===== src/rtl/core/pli_pkg.sv =====
// ----------------------------------------------------------------------------
// pli_pkg
// shared constants and types for the piecewise linear interpolator
// ----------------------------------------------------------------------------
package pli_pkg;

  localparam int MaxPoints = 1024;
  localparam int IdxW      = $clog2(MaxPoints);
  localparam int CntW      = IdxW + 1;
  localparam int DataW     = 32;

  localparam logic [1:0] CMD_LOAD_X = 2'd0;
  localparam logic [1:0] CMD_LOAD_V = 2'd1;
  localparam logic [1:0] CMD_QUERY  = 2'd2;
  localparam logic [1:0] CMD_UNUSED = 2'd3;

  localparam logic [1:0] ST_INTERP = 2'd0;
  localparam logic [1:0] ST_LOW    = 2'd1;
  localparam logic [1:0] ST_HIGH   = 2'd2;

  // controller to datapath commands
  typedef struct packed {
    logic            wr_x;
    logic            wr_v;
    logic            cap_q;     // latch the query position
    logic            rd_en;
    logic [IdxW-1:0] rd_addr;
    logic            cap_x0;    // capture x[addr] into first-knot reg
    logic            cap_xl;    // capture x[addr] into last-knot reg
    logic            cap_xa;    // capture x[addr] as lower interp knot
    logic            cap_xb;    // capture x[addr] as upper interp knot
    logic            cap_va;
    logic            cap_vb;
    logic            cmp_mid;   // compare read x against query
    logic            mul_go;
    logic            div_go;
    logic            div_step;
    logic            fin;       // form final result
  } pli_cmd_t;

  typedef struct packed {
    logic x_lt_q;               // last read x is below the query
    logic q_le_x0;
    logic q_ge_xl;
  } pli_sts_t;

endpackage


===== src/rtl/core/pli_ctrl.sv =====
// ----------------------------------------------------------------------------
// pli_ctrl
// sequencer for loads, binary search and the divide loop
// ----------------------------------------------------------------------------
module pli_ctrl import pli_pkg::*; (
  input  logic            clk,
  input  logic            rst_n,
  input  logic            in_fire,
  input  logic [1:0]      in_cmd,
  input  logic [CntW-1:0] npts,
  input  logic            out_busy,
  input  pli_sts_t        sts,
  output pli_cmd_t        cmd,
  output logic            busy,
  output logic [1:0]      res_status,
  output logic [CntW-1:0] res_index,
  output logic            res_done
);

  typedef enum logic [3:0] {
    S_IDLE, S_RD0, S_CAP0, S_CAPL, S_SRD, S_SCMP, S_SUPD,
    S_RDA, S_RDB, S_CAPB, S_MUL, S_DIVL, S_DIV, S_FIN
  } state_t;

  state_t          state_r;
  logic [CntW-1:0] lo_r, hi_r, k_r;
  logic [6:0]      cnt_r;
  logic [1:0]      st_r;
  logic            done_r;
  logic [CntW-1:0] mid;
  assign mid = CntW'((lo_r + hi_r) >> 1);

  always_comb begin
    cmd = '0;
    cmd.wr_x  = in_fire && in_cmd == CMD_LOAD_X;
    cmd.wr_v  = in_fire && in_cmd == CMD_LOAD_V;
    cmd.cap_q = in_fire && in_cmd == CMD_QUERY;
    unique case (state_r)
      S_RD0:  begin cmd.rd_en = 1'b1; cmd.rd_addr = '0; end
      S_CAP0: begin
        cmd.cap_x0 = 1'b1; cmd.rd_en = 1'b1;
        cmd.rd_addr = IdxW'(npts - CntW'(1));
      end
      S_CAPL: cmd.cap_xl = 1'b1;
      S_SRD:  begin cmd.rd_en = 1'b1; cmd.rd_addr = mid[IdxW-1:0]; end
      S_SCMP: cmd.cmp_mid = 1'b1;
      S_RDA:  begin cmd.rd_en = 1'b1; cmd.rd_addr = IdxW'(k_r - CntW'(1)); end
      S_RDB:  begin
        cmd.cap_xa = 1'b1; cmd.cap_va = 1'b1;
        cmd.rd_en = 1'b1; cmd.rd_addr = k_r[IdxW-1:0];
      end
      S_CAPB: begin cmd.cap_xb = 1'b1; cmd.cap_vb = 1'b1; end
      S_MUL:  cmd.mul_go = 1'b1;
      S_DIVL: cmd.div_go = 1'b1;
      S_DIV:  cmd.div_step = 1'b1;
      S_FIN:  cmd.fin = 1'b1;
      default: ;
    endcase
  end

  always_ff @(posedge clk) begin
    if (!rst_n) begin
      state_r <= S_IDLE;
      done_r  <= 1'b0;
    end else begin
      done_r <= 1'b0;
      unique case (state_r)
        S_IDLE: if (in_fire && in_cmd == CMD_QUERY) begin
          state_r <= S_RD0;
          lo_r <= '0;
          hi_r <= npts;
        end
        S_RD0:  state_r <= S_CAP0;
        S_CAP0: state_r <= S_CAPL;
        S_CAPL: state_r <= S_SRD;
        S_SRD:  state_r <= (lo_r < hi_r) ? S_SCMP : S_SUPD;
        S_SCMP: state_r <= S_SUPD;
        S_SUPD: begin
          if (lo_r < hi_r) begin
            if (sts.x_lt_q) lo_r <= mid + CntW'(1);
            else            hi_r <= mid;
            state_r <= S_SRD;
          end else begin
            k_r <= (lo_r < CntW'(1)) ? CntW'(1)
                 : (lo_r > npts - CntW'(1)) ? npts - CntW'(1) : lo_r;
            if (sts.q_le_x0) begin st_r <= ST_LOW; state_r <= S_FIN; end
            else if (sts.q_ge_xl) begin st_r <= ST_HIGH; state_r <= S_FIN; end
            else begin st_r <= ST_INTERP; state_r <= S_RDA; end
          end
        end
        S_RDA:  state_r <= S_RDB;
        S_RDB:  state_r <= S_CAPB;
        S_CAPB: state_r <= S_MUL;
        S_MUL:  state_r <= S_DIVL;
        S_DIVL: begin cnt_r <= 7'd66; state_r <= S_DIV; end
        S_DIV:  begin
          cnt_r <= cnt_r - 7'd1;
          if (cnt_r == 7'd1) state_r <= S_FIN;
        end
        // hold here until the output register is free
        S_FIN:  if (!out_busy) begin done_r <= 1'b1; state_r <= S_IDLE; end
        default: state_r <= S_IDLE;
      endcase
    end
  end

  assign busy       = state_r != S_IDLE;
  assign res_status = st_r;
  assign res_index  = lo_r;
  assign res_done   = done_r;

endmodule


===== config.mk =====
export PLATFORM = sky130hd
export DESIGN_NAME = pli_ctrl
export DESIGN_NICKNAME = d
export VERILOG_FILES = /design/src/rtl/core/pli_pkg.sv /design/src/rtl/core/pli_ctrl.sv
export SDC_FILE = /design/constraint.sdc
export NUM_CORES = 1
export LEC_CHECK = 0
export BUFFER_PORTS_ARGS = -buffer_cell sky130_fd_sc_hd__buf_2
export CORE_MARGIN = 3
export CORE_UTILIZATION = 58
export DETAILED_ROUTE_END_ITERATION = 10
export GPL_TIMING_DRIVEN = 0
export MAX_ROUTING_LAYER = met4
export PLACE_DENSITY = 0.79
export REMOVE_ABC_BUFFERS = 1
export SYNTH_ARGS = -nofsm -noshare
export SYNTH_HDL_FRONTEND = slang
export SYNTH_SLANG_ARGS = --single-unit

===== constraint.sdc =====
create_clock -name clk -period 5.23 [get_ports clk]
set_input_delay 0.7845 -clock clk [delete_from_list [all_inputs] [get_ports clk]]
set_output_delay 0.7845 -clock clk [all_outputs]
set_load 0.01 [all_outputs]

==> results of run 1 <==
## final timing paths
check / startpoint / endpoint / slack [ns] / cells past startpoint
min reg2reg: cnt_r[4] / cnt_r[4] / 0.64 / 2
max: npts[5] / k_r[0] / 1.11 / 14
min: cnt_r[4] / cnt_r[4] / 0.64 / 2
max reg2reg: res_index[8] / res_index[8] / 1.73 / 7
## state kept, by name (all words and copies together) (netlist names)
| name | cells |
|---|---|
| state_r | 4 |
| hi_r | 11 |
| res_index | 11 |
| res_status | 2 |
| cnt_r | 7 |
| res_done | 1 |
| k_r | 10 |
## kinds of logic after synthesis
| family | Yosys count | share of synthesized area |
|---|---|---|
| AO/OA/AOI/OAI | 116 | 0.192 |
| XOR/XNOR | 26 | 0.0567 |
| adder cells (fa/ha/maj) | 34 | 0.108 |
| buffers and inverters | 54 | 0.0554 |
| flip-flops | 46 | 0.331 |
| multiplexers | 2 | 0.00498 |
| AND/OR/NAND/NOR | 194 | 0.252 |
## cells in the final DEF (no fill, tap or decap), types with 9 or more instances in the layout
cell	n
a21oi_1	24
buf_2	59
edfxtp_1	41
ha_1	33
inv_1	31
nand2_1	41
nand3_1	11
nor2_1	46
nor2b_1	10
nor3_1	24
o21ai_0	32
o31ai_1	9
or3_1	12
xnor2_1	17
xor2_1	9
## cell type report
| cell class | count | share of cell area |
|---|---|---|
| multi-input cells | 372 | 0.559 |
| flip-flops and latches | 46 | 0.301 |
| repair buffers | 60 | 0.0693 |
| inverters | 31 | 0.0263 |
| clock buffers | 7 | 0.0218 |
| well taps | 77 | 0.0218 |
| clock inverters | 1 | 0.000848 |
## where the power goes
| group | switching [uW] | internal (uW) |
|---|---|---|
| combinational | 201 | 137 |
| sequential | 37.3 | 414 |
| clock | 123 | 119 |
## routing by layer
metal,share of wire,vias up,global-route usage
li1,-,1824,-
met1,0.45,1826,0.381
met2,0.47,153,0.451
met3,0.066,20,0.0359
met4,0.020,0,0.0785
met5,0,-,-
## stage by stage
step,instances,power (uW),area [um^2],util,setup WS (ns)
after floorplan,449,672,3910,-,0.985
after global placement,585,781,4300,0.659,0.256
after detailed placement,586,790,4320,0.661,0.899
after CTS,594,1030,4420,0.677,1.22
after global routing,594,1080,4420,0.677,0.910
final,594,1030,4420,0.677,1.11
## worst max-delay path, stage by stage
cell	delay, ns
buf_2	0.14
nor4_1	0.60
nand2_1	0.19
or3_1	0.37
xor2_1	0.15
ha_1	0.33
or3b_2	0.45
a32oi_1	0.16
a311oi_1	0.08
mux2i_1	0.14
o21ai_1	0.26
buf_6	0.24
nor2_1	0.05
a211o_1	0.24
## Yosys cell counts, drive strengths merged, types with 7 or more instances
cell    count  share of area
nor4        9          0.014
o31ai       9          0.017
nor3       25          0.032
o21ai      34          0.042
edfxtp     41           0.31
nor2b      10          0.016
ha         33           0.10
or3        13          0.021
o221ai      8          0.017
clkbuf     15          0.014
xnor2      17          0.037
a21oi      25          0.031
nand2      41          0.038
xor2        9          0.020
nor2       46          0.043
nand3      11          0.014
inv        31          0.029
buf         7          0.010
==> impl_results.md, run 1 <==
- Outcome: finished, final reports clean
- Post-Synthesis Cells: 472
- Critical path type: input pin to flip-flop
- Worst Setup End Kind: flip-flop
- Arrival time worst endpoint: 4.18 ns
- Hold_ws: 0.641 ns
- Relative slew slack: 0.267
- Via/cell ratio: 6.44
- Core outline area: 6530 um^2
- Starting Density: 0.615
- Area occupied by multi-input gates: 2470 um^2
- Reg clk slew, reported paths: 0.09 ns
- Seq/Total Area, Yosys: 0.331
- Post-DP HPWL: 8020 um
- I/O pin count: 60
- Post-CTS Setup Inserts: 0
- Fill cell total of the finished layout: 557
- Max Cap Viol: 0
- Drt drc: 0
- Drt pass-1 iters: 5
- Leak pwr: 0.00187 uW
- Fin crit period: 4.12 ns
- Storage element area: 1330 um^2
- Vias in the first global route: 3499
- Setup-failing EPs final: 0
- CTS sink cnt: 46
- Gpl congestion: 0.940
- Port bufs: 59
- Site row count: 29
- Number of H-tree levels: 2
- Crit start category: input pin
- GRT Residual Overflow: 0
- Post-Syn Area: 4020 um^2
- Routed Wire Length: 10500 um
- # resized after CTS: 0
- Iter 0 DRT Violations: 321
- Synth unique cells: 63
- Share of layout cells above drive strength 1: 0.157
- First-pass GRT wire length: 17000 um
- DIE WIDTH: 89.2 um
- Post-DRT Antenna Nets: 0
- Clock root cell: clkbuf_8
- Slew Viols, Final: 0
- VDD IR-drop max: 0.164 mV
- Hold Buf Count CTS: 0
- Bufs on Longest Clock Path: 2
- Fin. Hold Viols: 0
- CP Data Required Time: 5.29 ns
- TNS Setup: 0 ns
- Cts bufs inserted: 5
- Routed len/inst: 17.7 um
- Die Ht: 89.2 um
- Fraction of registers with async set/reset: 0
- RSZ-0062 raised after global routing: false
- Antenna violations before repair: 0
- DR vias: 3823
- ANT cells: 0
- Avg Cell Area, Syn: 8.51 um^2
- Post-synth EDFFs: 41
- Critical path fanouts, max: 16
- Final net count: 570
- Tcrit/Tclk final: 0.788
- Largest net degree at the start of global routing: 21
- #FFs+latches synth: 46
- Clock Latency Late Sink: 0.31 ns
- Measured slew at the worst slew-check pin: 1.09 ns
- Pwr Density: 233 nW/um^2
- Hold WC Path Type: flip-flop to flip-flop
- Area growth syn-to-layout: 10.1%
- CTS tree: done
- Synth warn: 0
- Die ar.: 7960 um^2
- Max Freq: 243 MHz
- Primary FF master, synth: edfxtp_1
- Clock Skews: 0.0111 ns
- GRT Total Usage: 0.283
Power figures use the tool's default switching activity.
==> inputs of run 2 (changes only) <==
Clock period 5.23 ns to 3.9 ns, I/O delays scaled along.
==> run 2 against run 1 <==
Against the previous run: combinational power grew 35%; first-iteration DRC count grew 17%; cell count is the same; non-clock buffer count is the same; setup slack lost 0.96 ns; total power grew 35%; clock skew grew 0.0024 ns; sequential power grew 34%; clock-buffer cell count is the same; die area is the same; critical path depth shrank 6; routed wire length grew 0.96%.
==> impl_results.md, run 2 (synthesis results as in run 1) <==
- Flop2flop setup slack: 0.42 ns (-1.31 ns)
- Area occupied by multi-input gates: 2490 um^2 (+0.61%)
- Antenna violations before repair: 0 (unchanged)
- Drt drc: 0 (unchanged)
- Relative slew slack: 0.251 (-0.0168)
- Leak pwr: 0.00187 uW (about the same)
- Commonest non-fill, non-tap cell in the layout: buf_2
- Area after DPL: 4320 um^2 (unchanged)
- Gpl congestion: 0.940 (unchanged)
- Port bufs: 59 (unchanged)
- GRT Residual Overflow: 0 (unchanged)
- RSZ-0062 raised after global routing: false
- Vias in the first global route: 3499 (unchanged)
- Top Usage Layer GRT: met2
- Largest net degree at the start of global routing: 21 (unchanged)
- VDD IR-drop max: 0.220 mV (+35%)
- GRT Total Usage: 0.283 (unchanged)
- Final net count: 570 (unchanged)
- Setup-failing EPs final: 0 (unchanged)
- Share of layout cells above drive strength 1: 0.162 (+0.00580)
- Reg clk slew, reported paths: 0.09 ns (about the same)
- Clock Skews: 0.0135 ns (+0.00242 ns)
- Routed len/inst: 17.8 um (+0.96%)
- CTS tree: done
- CTS sink cnt: 46 (unchanged)
- Design Area, Final: 4440 um^2 (+0.34%)
- Bufs on Longest Clock Path: 2 (unchanged)
- Hold WC Path Type: input pin to flip-flop
- Post-DP HPWL: 8020 um (unchanged)
- DR vias: 3821 (-0.052%)
- DIE WIDTH: 89.2 um (unchanged)
- Site row count: 29 (unchanged)
- Number of H-tree levels: 2 (unchanged)
- # placed instances: 586 (unchanged)
- Clock Latency Late Sink: 0.31 ns (about the same)
- Routed Wire Length: 10600 um (+0.96%)
- CP max stage delay: 0.53 ns (-0.07 ns)
- Iter 0 DRT Violations: 377 (+17%)
- Fin crit period: 3.76 ns
- Critical path cell sequence: ha_1, and4bb_4, o31a_1, o311a_1, or3_1, o311a_4, o221ai_1, buf_2
- Max Cap Viol: 0 (unchanged)
- Layout Cells excl Fill: 594 (unchanged)
- Area growth syn-to-layout: 10.5%
- Critical path type: flip-flop to output port
- Max Freq: 266 MHz
- Post-DRT Antenna Nets: 0 (unchanged)
- Starting Density: 0.615 (unchanged)
- Power Total: 1390 uW (+35%)
- Post-CTS Setup Inserts: 0 (unchanged)
- Measured slew at the worst slew-check pin: 1.11 ns (+0.0250 ns)
- Arrival time worst endpoint: 3.17 ns (-1.01 ns)
- Outcome: finished, final reports clean
- Worst Setup End Kind: output port
- Die ar.: 7960 um^2 (unchanged)
- Pwr Density: 314 nW/um^2 (+34%)
- Slowest-stage cell, CP: edfxtp_1
- First-pass GRT wire length: 17000 um (unchanged)
- I/O pin count: 60 (unchanged)
- Drt pass-1 iters: 6 (+1)
- Fill cell total of the finished layout: 549 (-1.4%)
- Slew Viols, Final: 0 (unchanged)
- Clock root cell: clkbuf_8
- Met2 Use GR: 0.451 (unchanged)
- Core outline area: 6530 um^2 (unchanged)
- Met1 GRT Util: 0.381 (unchanged)
- Critical path fanouts, max: 6 (-10)
- Grt met3 use: 0.0359 (unchanged)
- Crit start category: flip-flop
- Most frequent cells in the layout: buf_2 (59), nor2_1 (46), nand2_1 (41), edfxtp_1 (41), ha_1 (33)
- Fin. Hold Viols: 0 (unchanged)
- Storage element area: 1330 um^2 (unchanged)
- Via/cell ratio: 6.43 (about the same)
- Cts bufs inserted: 5 (unchanged)
- CP Data Required Time: 3.31 ns (-1.98 ns)
- Tcrit/Tclk final: 0.963
- Die Ht: 89.2 um (unchanged)
- ANT cells: 0 (unchanged)
run 2: cell counts in the layout (fill, tap and decap cells not counted):
No cell type changed its count.
run 2: layer usage:
metal / share of wire / wire length [um] / vias up
met5: 0 / 0 / -
met4: 0.018 / 195 / 0
met3: 0.072 / 760 / 18
met2: 0.47 / 4980 / 175
met1: 0.44 / 4660 / 1810
li1: - / - / 1818
run 2: path summary, 6_finish.rpt:
| path | start | to | cells past startpoint |
|---|---|---|---|
| worst min register to register | cnt_r[4] | cnt_r[4] | 2 |
| worst min-delay path | sts[1] | res_status[0] | 1 |
| worst max register to register | res_index[8] | res_index[8] | 7 |
| worst max-delay path | res_index[2] | cmd[19] | 8 |
run 2: per-stage QoR:
| stage | setup TNS [ns] | hold WS, ns | setup slack, ns | utilization |
|---|---|---|---|---|
| finish | 0 | 0.493 | 0.144 | 0.680 |
| global route | 0 | 0.512 | 0.0403 | 0.680 |
| CTS | 0 | 0.500 | 0.0153 | 0.677 |
| detailed placement | -0.716 | 0.617 | -0.231 | 0.661 |
| global placement | -7.75 | 0.605 | -0.875 | 0.659 |
| floorplan | -0.287 | 0.572 | -0.145 | - |
run 2: report_power, final:
group | switching [uW] | internal, uW | total, uW
Clock | 169 | 160 | 329
Combinational | 273 | 184 | 457
Sequential | 50.4 | 556 | 606
Total | 493 | 899 | 1390
run 2: layout make-up:
| type | count | share of cell area |
|---|---|---|
| sequential | 46 | 0.300 |
| tap | 77 | 0.0217 |
| timing repair buffer | 60 | 0.0691 |
| clock buffer | 7 | 0.0217 |
| inverter | 31 | 0.0262 |
| clock inverter | 1 | 0.000846 |
| multi-input combinational | 372 | 0.561 |
run 2: timing repair:
action | 4_1_cts | 5_1_grt
hold buffers | 0 | 0
endpoints found under the setup margin | 0 | 8
resized for setup | 0 | 3
run 2: critical path: cells and delay by family (launching register included):
kind	cells	cell delay, ns
flip-flops	1	0.53
AND/OR/NAND/NOR	2	0.56
buffers and inverters	1	0.18
AO/OA/AOI/OAI	4	1.17
adder cells (fa/ha/maj)	1	0.42
